[src/hw/rtl/pffb_pkg.sv]
// Shared types and constants for the page framebuffer fill/blit block.
// No dependencies.
package pffb_pkg;
   localparam int COLUMNS   = 128;
   localparam int PAGES     = 8;
   localparam int SRC_DEPTH = 1024;
   localparam int ROWS      = PAGES * 8;
   localparam int FB_BYTES  = COLUMNS * PAGES;
   localparam int FB_AW     = $clog2(FB_BYTES);
   localparam int SRC_AW    = $clog2(SRC_DEPTH);
   localparam int PG_W      = (PAGES > 1) ? $clog2(PAGES) : 1;
   localparam int COL_W     = $clog2(COLUMNS);

   localparam logic [1:0] REQ_SRC_WR = 2'd0;
   localparam logic [1:0] REQ_FILL   = 2'd1;
   localparam logic [1:0] REQ_BLIT   = 2'd2;
   localparam logic [1:0] REQ_FB_RD  = 2'd3;

   localparam logic [1:0] ST_DONE    = 2'd0;
   localparam logic [1:0] ST_REFUSED = 2'd1;
   localparam logic [1:0] ST_INVALID = 2'd2;

   localparam logic [7:0] CSR_STRIDE = 8'd0;
   localparam logic [7:0] CSR_MONO   = 8'd1;

   // classified command handed from front to back
   typedef struct packed {
      logic [1:0] op;        // REQ_* ; only valid ops reach back as work
      logic       work;      // 0: result only
      logic [1:0] status;
      logic       color;
      logic [6:0] x0;
      logic [5:0] y0;
      logic [6:0] x1;
      logic [5:0] y1;
      logic [9:0] scol;
      logic [9:0] srow;
      logic [9:0] addr;
      logic [7:0] bin;
   } cmd_type;
endpackage

[src/hw/rtl/pffb_front.sv]
// Front end: accepts requests, checks coordinates, builds commands.
// Depends on pffb_pkg.
module pffb_front (
   input  logic              clock,
   input  logic              reset,
   input  logic              req_valid,
   output logic              req_ready,
   input  logic [1:0]        req_type,
   input  logic              color,
   input  logic [6:0]        x_first,
   input  logic [5:0]        y_first,
   input  logic [6:0]        x_last,
   input  logic [5:0]        y_last,
   input  logic [9:0]        src_col,
   input  logic [9:0]        src_row,
   input  logic [7:0]        blit_width,
   input  logic [6:0]        blit_height,
   input  logic [9:0]        byte_addr,
   input  logic [7:0]        byte_in,
   input  logic              mono,
   output logic              cmd_valid,
   input  logic              cmd_ready,
   output pffb_pkg::cmd_type cmd
);
   import pffb_pkg::*;
   cmd_type c;
   logic bad;
   logic [8:0] xe;
   logic [7:0] ye;
   always_comb begin
      c = '0;
      c.op = req_type; c.color = color;
      c.x0 = x_first; c.y0 = y_first; c.x1 = x_last; c.y1 = y_last;
      c.scol = src_col; c.srow = src_row; c.addr = byte_addr; c.bin = byte_in;
      xe = {2'b0, x_first} + {1'b0, blit_width};
      ye = {2'b0, y_first} + {1'b0, blit_height};
      bad = 1'b0;
      c.work = 1'b1;
      c.status = ST_DONE;
      unique case (req_type)
         REQ_SRC_WR: ;
         REQ_FILL: bad = (x_first > x_last) || (y_first > y_last)
                         || ({25'd0, x_last} >= COLUMNS) || ({26'd0, y_last} >= ROWS);
         REQ_BLIT: begin
            if (!mono) begin
               c.work = 1'b0; c.status = ST_REFUSED;
            end else begin
               bad = (blit_width == '0) || (blit_height == '0)
                     || ({23'd0, xe} > COLUMNS) || ({24'd0, ye} > ROWS);
               // back walks from first to last inclusive
               c.x1 = 7'(xe - 9'd1);
               c.y1 = 6'(ye - 8'd1);
            end
         end
         REQ_FB_RD: bad = {22'd0, byte_addr} >= FB_BYTES;
         default: ;
      endcase
      if (bad) begin
         c.work = 1'b0; c.status = ST_INVALID;
      end
   end

   // two-entry queue
   cmd_type q_ff [2];
   logic [1:0] cnt_ff;
   logic rd_ff, wr_ff;
   assign req_ready = (cnt_ff != 2'd2);
   assign cmd_valid = (cnt_ff != 2'd0);
   assign cmd = q_ff[rd_ff];
   always_ff @(posedge clock) begin
      if (reset) begin
         cnt_ff <= '0; rd_ff <= 1'b0; wr_ff <= 1'b0;
      end else begin
         if (req_valid && req_ready) begin
            q_ff[wr_ff] <= c; wr_ff <= ~wr_ff;
         end
         if (cmd_valid && cmd_ready) rd_ff <= ~rd_ff;
         cnt_ff <= cnt_ff + 2'((req_valid && req_ready) ? 1 : 0)
                  - 2'((cmd_valid && cmd_ready) ? 1 : 0);
      end
   end

   assert property (@(posedge clock) disable iff (reset) cnt_ff <= 2'd2)
      else $error("queue overflow");
   assert property (@(posedge clock) disable iff (reset)
      (cnt_ff == 2'd0) |-> !(cmd_valid))
      else $error("empty queue presents a command");
   assert property (@(posedge clock) disable iff (reset)
      (req_valid && req_ready && req_type == REQ_BLIT && !mono) |=> cnt_ff != 2'd0)
      else $error("refused blit lost");
endmodule

[config.mk]
export PLATFORM = sky130hd
export DESIGN_NAME = pffb_front
export DESIGN_NICKNAME = d
export VERILOG_FILES = /design/src/hw/rtl/pffb_pkg.sv /design/src/hw/rtl/pffb_front.sv
export SDC_FILE = /design/constraint.sdc
export NUM_CORES = 1
export LEC_CHECK = 0
export BUFFER_PORTS_ARGS = -buffer_cell sky130_fd_sc_hd__buf_2
export CAP_MARGIN = 20
export CORE_MARGIN = 10
export CORE_UTILIZATION = 50
export DETAILED_ROUTE_END_ITERATION = 16
export PLACE_DENSITY = 0.75
export SLEW_MARGIN = 0
export SYNTH_ARGS = -nofsm -noshare
export SYNTH_HDL_FRONTEND = slang
export SYNTH_SLANG_ARGS = --single-unit
[constraint.sdc]
create_clock -name clock -period 9.43 [get_ports clock]
set_input_delay 0.4715 -clock clock [delete_from_list [all_inputs] [get_ports clock]]
set_output_delay 0.4715 -clock clock [all_outputs]
set_load 0.03 [all_outputs]
==> results of run 1 <==
[routing by layer]
metal / part of all wire [%] / GRT usage (%)
met3: 8.4 / 4.93
met1: 41 / 19.8
met5: 0 / 0
met2: 49 / 26.7
met4: 1.6 / 5.99
[stage by stage]
stage	hold WS, ns	setup slack (ns)	util (%)
after floorplan	0.481	2.87	-
after global placement	0.497	6.31	59.4
after detailed placement	0.504	6.20	59.4
after CTS	0.229	6.63	64.1
after global routing	0.230	6.38	64.1
final	0.250	6.61	64.1
[synth_stat cells]
library cell and instances:
edfxtp_1 140, mux2_2 71, ha_1 33, inv_1 28, o21ai_0 22, nand2_1 19
nor2_1 19, xor2_1 13, a21oi_1 12, clkbuf_1 8, nor2b_1 7, xnor2_1 6
dfxtp_1 5, nand3_1 5, nand2b_1 4, nor3_1 4, o21a_1 4, a21o_1 3
nand4_1 3, nor4_1 3, buf_1 2, fa_1 2, nor3b_1 2, o21bai_1 2
o22ai_1 2, or2_2 2, or4_1 2, a211oi_1 1, a211oi_2 1, a221o_2 1
a22oi_1 1, a311oi_1 1, a31oi_1 1, a32oi_1 1, a41o_1 1, and2_1 1
nor2b_4 1, o311ai_1 1, o31a_1 1, o31ai_1 1, or2_0 1
[cells by family (layout without fill, tap and decap cells)]
kind of cell             after synthesis  in the layout  share of synthesized area, %
AO/OA/AOI/OAI                         56             56                          5.29
XOR/XNOR                              19             19                          2.53
adder cells (fa/ha/maj)               35             35                          6.89
buffers and inverters                 38            222                          2.17
flip-flops                           145            145                          65.4
multiplexers                          71             71                          12.2
AND/OR/NAND/NOR                       73             73                          5.52
[final timing paths]
kind	startpoint	endpoint	slack, ns	depth (start not counted)
min reg2reg	rd_ff	flip-flop	0.52	2
max reg2reg	cnt_ff[1]	cnt_ff[1]	7.65	8
max	x_first[0]	q_ff[1][67]	6.61	11
min	byte_addr[5]	q_ff[0][13]	0.25	1
[state kept, by name, summed over array words and instances (netlist names), named ones only]
register,flops
cnt_ff,2
q_ff,140
rd_ff,1
wr_ff,1
[power breakdown]
group	internal (mW)	switching, mW
Clock	0.414	0.249
Combinational	0.201	0.323
Sequential	0.774	0.0519
Total	1.39	0.624
[worst register-to-register path, cell delays in order, from the launching register on]
cell and delay (ns):
dfxtp_1 0.33, or2_2 0.30, and2_1 0.19, ha_1 0.29, inv_1 0.06, ha_1 0.14, xor2_1 0.18, xnor2_1 0.13
nor2_1 0.05
[final cells by class]
cell class | instances | area share (%)
multi-input combinational | 254 | 26.1
inverter | 28 | 1.28
timing repair buffer | 162 | 10.0
clock inverter | 14 | 2.02
clock buffer | 18 | 5.24
tap | 172 | 2.63
sequential | 145 | 52.6
==> qor.yml, run 1 <==
status: "completed"
nNetsFinal: 730
drc_errors: 0
ys_warn_count: 0
crit_arrival_ns: 3.03
ctsHtreeMaxLevel: 4
synth_fp_nets: 559
finClkSkew_ns: 0.00530
io_buffer_count: 158
clockBufferDepth: 2
worstPathMaxFanout: 4
grt_max_degree: 71
synthDistinctLibCells: 41
multi_input_area_um2: 2140
die_h_um: 135
crit_buf_inv: 2
postPlaceCellArea_um2: 7590
grt_pass1_vias: 4401
fmaxAchievable_ghz: 0.355
hold_class: "in -> reg"
wl_um: 14700
num_antenna_cells: 0
syn_avg_cell_area_um2: 15.0
cts_hold_buffers: 0
route.detailed.wl_per_inst_um: 18.5
syn_area_um2: 6580
cap_violations: 0
crit_type: "in -> reg"
dieArea_um2: 18100
n_fill_cell: 944
pin_count: 159
placementRows: 41
worst_setup_path_end_kind: "flip-flop"
hold_violations: 0
ys_top_cells_by_area: "edfxtp_1 64%, mux2_2 12%, ha_1 6.3%"
grt_pass1_wl_um: 23100
core-area_um2: 12800
min_period_over_period_pct: 29.9
ir_worst_vdd_mv: 0.129
routabilityCongestion: 0.834
fin_crit_ns: 2.82
synth-seq-cells: 145
layout-drive-gt1-share_pct: 43.5
seq_area_um2: 4310
rsz0062_at_grt: "no"
cts_tree: "done"
cts_buffers: 17
antenna_found_initial: 0
cts_resized: 0
cpMostUsedCell: "or4_1"
drtIter0Drc: 264
detail-route-antenna-nets: 0
slew_violations: 0
hpwl_um: 10700
leakage_nw: 3.26
avgViaCountPerCell: 5.26
final_common_cell: "buf_2"
num_vias: 4174
clk_pin_slew_ns: 0.06
relSlewSlack_pct: 36.9
slowest_stage: "or4_1"
area_delta_synth_final_pct: 24.4
place_inst: 761
die_w_um: 135
overflow: 0
clk_latency_ns: 0.41
synth_cells: 437
worstPathCellList: "buf_2, ha_1, inv_1, fa_1, nor2b_4, o31a_1, or4_1, o311ai_1, a32oi_1, or4_1, a311oi_1"
final_cell_area_um2: 8180
cp.required_ns: 9.64
netlist.area_leader.share_pct: 63.9
fin_cells: 793
initial_core_util_pct: 51.5
tns_ns: 0
critPathTopFamily: "simple AND/OR/NAND/NOR gates"
ys_seq_area_share_pct: 65.4
yosysTopAreaCell: "edfxtp_1"
root_buffer: "clkbuf_16"
most-common-layout-cells: "158 x buf_2, 140 x edfxtp_1, 71 x mux2_2"
cts_post_setup_buffers_inserted: 0
total_power_mw: 2.01
drt-pass1-iter-count: 4
startpoint_type: "primary input"
critPathMaxStageDelay_ns: 0.52
setup-violations-final: 0
grt_use_total_pct: 16.3
clock-sinks: 145
p_per_area_nw_per_um2: 246
worst_slew_pin_slew_ns: 0.946
(Power assumes the default switching activity.)
==> inputs of run 2 (changes only) <==
--- a/config.mk
+++ b/config.mk
@@ -8,9 +8,9 @@
 export BUFFER_PORTS_ARGS = -buffer_cell sky130_fd_sc_hd__buf_2
 export CAP_MARGIN = 20
 export CORE_MARGIN = 10
-export CORE_UTILIZATION = 50
+export CORE_UTILIZATION = 48
 export DETAILED_ROUTE_END_ITERATION = 16
-export PLACE_DENSITY = 0.75
+export PLACE_DENSITY = 0.76
 export SLEW_MARGIN = 0
 export SYNTH_ARGS = -nofsm -noshare
 export SYNTH_HDL_FRONTEND = slang
==> constraint.sdc (replaced) <==
create_clock -name clock -period 2.32 [get_ports clock]
set_input_delay 0.116 -clock clock [delete_from_list [all_inputs] [get_ports clock]]
set_output_delay 0.116 -clock clock [all_outputs]
set_load 0.03 [all_outputs]
==> run 2 against run 1 <==
  * Non-clock buffer count grew 89
  * Register-to-register slack worse by 7.1 ns
  * Via count grew 8.0%
  * Sequential power increased to 4.0 times the previous value
  * Sequential cell count is the same
  * Largest power group unchanged
==> qor.yml, run 2 (synthesis results as in run 1) <==
clockBufferDepth: 2  # unchanged
power_frac_seq_pct: 38.5  # -2.5 points
ir_worst_vdd_mv: 0.438  # +240%
overflow: 0  # unchanged
placementRows: 42  # +2.4%
cts_tree: "done"
num_vias: 4508  # +8.0%
clk_latency_ns: 0.41  # about the same
startpoint_type: "primary input"
drc_errors: 0  # unchanged
fin_crit_ns: 2.25
grt_pass1_vias: 4911  # +12%
cpMostUsedCell: "or4_4"
reg_top3: "q_ff (140), cnt_ff (2)"
min_to: "q_ff[0][62]"
drt-pass1-iter-count: 6  # +2
worst_slew_pin_slew_ns: 0.682  # -0.264 ns
finClkSkew_ns: 0.00902  # +0.00372 ns
netSwitchingFraction_pct: 30.1  # -0.87 points
p_int_mw: 5.93  # +330%
grt_pass1_wl_um: 24400  # +5.8%
hold_violations: 0  # unchanged
final_util_pct: 68.1  # +4.1 points
drtIter0Drc: 256  # -3.0%
slowest_stage: "or4_4"
wl_um: 15600  # +6.1%
initial_core_util_pct: 49.3  # -2.2 points
pin_count: 159  # unchanged
netSwitchingPower_mw: 2.56  # +310%
layout-drive-gt1-share_pct: 46.5  # +3.0 points
num_antenna_cells: 0  # unchanged
slew_violations: 0  # unchanged
min_period_over_period_pct: 97.1
tns_ns: 0  # unchanged
path_depth: 11  # unchanged
most-common-layout-cells: "158 x buf_2, 140 x edfxtp_1, 71 x mux2_2"
hold_class: "in -> reg"
grt_use_total_pct: 16.9  # +0.61 points
core-area_um2: 13300  # +4.5%
pre_cts_ws_ns: -0.471  # -6.67 ns
setup-violations-final: 0  # unchanged
critPathMaxStageDelay_ns: 0.51  # about the same
whs_path_depth: 2  # +1
setup_ws_ns: 0.0680  # -6.54 ns
rsz0062_at_grt: "no"
r2r-end: "cnt_ff[1]"
avgViaCountPerCell: 5.10  # -3.1%
critPathTopFamily: "simple AND/OR/NAND/NOR gates"
crit_type: "in -> reg"
nNetsFinal: 819  # +12%
ctsHtreeMaxLevel: 4  # unchanged
reg2reg_slack_ns: 0.51  # -7.14 ns
crit_buf_inv: 2  # unchanged
route.detailed.wl_per_inst_um: 17.6  # -4.8%
die_h_um: 137  # +1.8%
detail-route-antenna-nets: 0  # unchanged
worst_setup_path_end_kind: "flip-flop"
clock-sinks: 145  # unchanged
r2r-start: "cnt_ff[1]"
area_delta_synth_final_pct: 38.3
clk_pin_slew_ns: 0.06  # about the same
critical_path.startpoint: "blit_width[0]"
cts_buffers: 17  # unchanged
relSlewSlack_pct: 54.4  # +17 points
dieArea_um2: 18800  # +3.5%
io_buffer_count: 158  # unchanged
worstPathMaxFanout: 2  # -2
crit_arrival_ns: 2.41  # -0.62 ns
status: "completed"
p_per_area_nw_per_um2: 933  # +280%
hp-start: "x_first[5]"
power.share.clock_pct: 32.2  # -0.7 points
leakage_nw: 3.68  # +13%
cap_violations: 0  # unchanged
largest_register: "q_ff"
cp.required_ns: 2.47  # -7.17 ns
antenna_found_initial: 0  # unchanged
hpwl_um: 11300  # +5.7%
total_power_mw: 8.48  # +320%
root_buffer: "clkbuf_16"
routabilityCongestion: 0.823  # -1.3%
n_fill_cell: 953  # +0.95%
final_common_cell: "buf_2"
worstPathCellList: "buf_2, ha_4, inv_2, fa_2, nor2b_4, o31a_1, or4_4, o311ai_4, a32oi_1, or4_4, a41o_1"
die_w_um: 137  # +1.8%
largest_reg_flops: 140  # unchanged
worst-r2r-cell-count: 8  # unchanged
p_comb_share_pct: 29.3  # +3.3 points
grt_max_degree: 38  # -46%
fmaxAchievable_ghz: 0.444
run 2: cell count changes in the layout (fill, tap and decap cells not counted), moves of 2 or more:
cell / change
buf_4: +44
dlygate4sd3_1: +44
ha_1: -3
clkinv_4: -2
fa_1: -2
fa_2: +2
ha_4: +2
or4_1: -2
or4_4: +2
run 2: routing by layer:
layer  GRT usage, %  up-vias  share of wire, %
met3           5.06       22               7.0
met1           19.1     2150                40
li1               -     2164                 -
met4           7.49        0               1.8
met2           28.9      172                51
met5              0        -                 0
run 2: power groups by stage:
stage                     clock network, mW  logic (mW)  registers [mW]
after floorplan                           0        1.69            3.25
after global placement                    0        2.38            3.31
after detailed placement                  0        2.43            3.32
after CTS                              2.78        2.50            3.27
after global routing                   2.89        2.68            3.29
final                                  2.73        2.49            3.27
run 2: worst max-delay path by stage:
stage               slack [ns]     endpoint
global placement         -0.35  q_ff[0][66]
finish                    0.07  q_ff[0][66]
CTS                       0.03  q_ff[0][66]
detailed placement       -0.47  q_ff[1][67]
floorplan                -0.54   q_ff[1][0]
global route             0.007  q_ff[0][66]
run 2: repair_timing:
| action | in CTS | in global routing |
|---|---|---|
| endpoints found under the hold margin | 90 | 0 |
| endpoints found under the setup margin | 4 | 4 |
| gates resized for setup | 3 | 7 |
| buffers inserted | 0 | 0 |
| pin swaps | 0 | 4 |
| hold buffers | 44 | 0 |
run 2: through the flow:
step	cell area (µm²)	hold slack, ns	cells
CTS	9060	0.00134	884
detailed placement	8010	0.307	810
floorplan	6650	0.180	437
global placement	8010	0.305	810
finish	9090	0.0171	884
global route	9090	0.00512	884
run 2: cell type report:
cell class	count	area, µm²	share of cell area [%]
clock inverters	12	168	1.84
well taps	176	220	2.42
multi-input cells	254	2250	24.7
clock buffers	18	429	4.72
flip-flops and latches	145	4310	47.4
inverters	28	105	1.16
repair buffers	251	1610	17.7
run 2: worst reg2reg max path, stage by stage (launching register included):
cell     delay, ns
dfxtp_1       0.35
or2_2         0.31
and2_1        0.19
ha_1          0.29
inv_1         0.06
ha_1          0.14
xor2_1        0.18
xnor2_1       0.13
nor2_1        0.05
==> inputs of run 3 (changes only) <==
--- a/config.mk
+++ b/config.mk
@@ -5,12 +5,13 @@
 export SDC_FILE = /design/constraint.sdc
 export NUM_CORES = 1
 export LEC_CHECK = 0
+export ABC_AREA = 1
 export BUFFER_PORTS_ARGS = -buffer_cell sky130_fd_sc_hd__buf_2
 export CAP_MARGIN = 20
 export CORE_MARGIN = 10
-export CORE_UTILIZATION = 48
+export CORE_UTILIZATION = 49
 export DETAILED_ROUTE_END_ITERATION = 16
-export PLACE_DENSITY = 0.76
+export PLACE_DENSITY = 0.77
 export SLEW_MARGIN = 0
 export SYNTH_ARGS = -nofsm -noshare
 export SYNTH_HDL_FRONTEND = slang
==> run 3 against run 2 <==
  * Total power rose by 1.9%
  * Largest cell class unchanged
  * Critical path depth rose by 3
  * Non-clock buffer count down 26
==> qor.yml, run 3 <==
drc_errors: 0  # unchanged
initial_core_util_pct: 50.7  # +1.5 points
num_vias: 4784  # +6.1%
netlist.area_leader.share_pct: 61.8  # -2.1 points
startpoint_type: "primary input"
hpwl_um: 11500  # +1.1%
cts_buffers: 17  # unchanged
largest_register: "q_ff"
overflow: 0  # unchanged
relSlewSlack_pct: 59.6  # +5.2 points
ir_worst_vdd_mv: 0.451  # +2.9%
num_antenna_cells: 0  # unchanged
ys_top_cells_by_area: "edfxtp_1 62%, mux2_2 12%, ha_1 6.1%"
fin_crit_ns: 2.20  # -0.0504 ns
synth_fp_nets: 640  # +14%
dieArea_um2: 19000  # +1.1%
route.detailed.wl_per_inst_um: 17.4  # -1.4%
fmaxAchievable_ghz: 0.454  # +2.3%
p_per_area_nw_per_um2: 945  # +1.3%
synth_common_cells: "140 x edfxtp_1, 75 x nand2_1, 70 x mux2_2"
detail-route-antenna-nets: 0  # unchanged
largest_reg_flops: 140  # unchanged
synth-seq-cells: 145  # unchanged
status: "completed"
synthDistinctLibCells: 36  # -12%
ys_seq_area_share_pct: 63.3  # -2.1 points
ctsHtreeMaxLevel: 4  # unchanged
wl_um: 16300  # +4.9%
io_buffer_count: 158  # unchanged
critical_path.startpoint: "y_first[1]"
reg_top3: "q_ff (140), cnt_ff (2)"
cts_tree: "done"
die_h_um: 138  # +0.54%
area_delta_synth_final_pct: 34.6
yosysTopAreaCell: "edfxtp_1"
grt_max_degree: 46  # +21%
syn_avg_cell_area_um2: 13.1  # -13%
ys_warn_count: 0  # unchanged
final_common_cell: "buf_2"
drt-pass1-iter-count: 6  # unchanged
worstPathMaxFanout: 5  # +3
synth-edff-count: 140  # unchanged
syn_area_um2: 6800  # +3.4%
routabilityCongestion: 0.843  # +2.5%
finClkSkew_ns: 0.00787  # -0.00115 ns
pin_count: 159  # unchanged
synth_most_common_cell: "edfxtp_1"
leakage_nw: 3.82  # +3.9%
r2r-start: "cnt_ff[0]"
grt_pass1_wl_um: 25500  # +4.5%
antenna_found_initial: 0  # unchanged
slew_violations: 0  # unchanged
placementRows: 42  # unchanged
layout-drive-gt1-share_pct: 39.1  # -7.4 points
root_buffer: "clkbuf_16"
hold_violations: 0  # unchanged
clockBufferDepth: 2  # unchanged
tns_ns: 0  # unchanged
setup-violations-final: 0  # unchanged
most-common-layout-cells: "156 x buf_2, 140 x edfxtp_1, 71 x nand2_1"
cap_violations: 0  # unchanged
ys.flop_type: "edfxtp_1"
nNetsFinal: 874  # +6.7%
hp-start: "req_valid"
grt_use_total_pct: 17.3  # +0.43 points
die_w_um: 138  # +0.54%
worst_setup_path_end_kind: "flip-flop"
crit_type: "in -> reg"
worst_slew_pin_slew_ns: 0.606  # -0.0763 ns
clock-sinks: 145  # unchanged
cp.required_ns: 2.48  # about the same
grt_pass1_vias: 5115  # +4.2%
drtIter0Drc: 247  # -3.5%
whs_path_depth: 4  # +2
total_power_mw: 8.65  # +1.9%
clk_pin_slew_ns: 0.06  # about the same
avgViaCountPerCell: 5.08  # -0.31%
clk_latency_ns: 0.41  # about the same
min_period_over_period_pct: 94.9  # -2.2 points
core-area_um2: 13400  # +0.39%
crit_arrival_ns: 2.36  # -0.05 ns
synth_cells: 518  # +19%
worst-r2r-cell-count: 5  # -3
hold_class: "in -> reg"
ys_async_sr_fraction_pct: 0  # unchanged
[run 3: per-layer routing]
layer	global-route usage [%]	part of all wire [%]	routed length, µm	vias up
met5	0	0	0	-
met4	5.68	1.6	255	0
met3	5.54	8.3	1360	31
met2	29.8	49	8080	195
met1	20.1	41	6640	2248
li1	-	-	-	2310
[run 3: power breakdown]
part,switching [mW],internal [mW]
clock network,0.975,2.01
registers,0.0694,3.15
logic,1.55,0.896
[run 3: through the flow]
stage                     util [%]  cells  instance area, µm²  setup WS, ns  hold slack (ns)
after global routing          68.3    941                9150       -0.0185           0.0559
after detailed placement      58.8    850                7880        0.0938            0.310
after floorplan                  -    518                6830        -0.377            0.180
after global placement        58.8    850                7880         0.180            0.304
after CTS                     67.7    937                9080        0.0400           0.0249
final                         68.3    941                9150         0.118           0.0444
[run 3: area by class of cell]
cell class                      count  area, µm²
Inverter                           60        225
Tap cell                          176        220
Sequential cell                   145       4310
Fill cell                         945       4250
Timing Repair Buffer              225       1460
Clock inverter                     12        216
Clock buffer                       20        437
Multi-Input combinational cell    303       2290
[run 3: cell families after synthesis]
group | Yosys count | synth area share (%)
mux | 70 | 11.6
xor+xnor | 7 | 0.902
flops | 145 | 63.3
fa+ha+maj | 35 | 6.66
simple gates | 152 | 10.3
compound gates | 39 | 3.20
buf+inv | 70 | 3.99
[run 3: worst max-delay path: stages]
cell and delay, ns:
dlygate4sd3_1 0.54, buf_4 0.13, inv_1 0.05, fa_1 0.39
nand3b_1 0.17, nand2_1 0.10, xor2_1 0.28, nor2_2 0.08
nand2_1 0.06, nand2_1 0.08, nand3_1 0.11, nand2_1 0.07
nand2_1 0.11, a21oi_2 0.07
[run 3: final timing paths]
| kind | to | slack, ns |
|---|---|---|
| setup / recovery | q_ff[1][67] | 0.12 |
| hold / removal | wr_ff | 0.04 |
| setup reg to reg | q_ff[1][3] | 0.69 |
| hold reg to reg | wr_ff | 0.46 |
[run 3: repair_timing]
item,in CTS,in global routing
resized for setup,0,13
buffers inserted,0,4
setup endpoints to repair,0,8
hold buffers,55,0
endpoints found under the hold margin,109,0
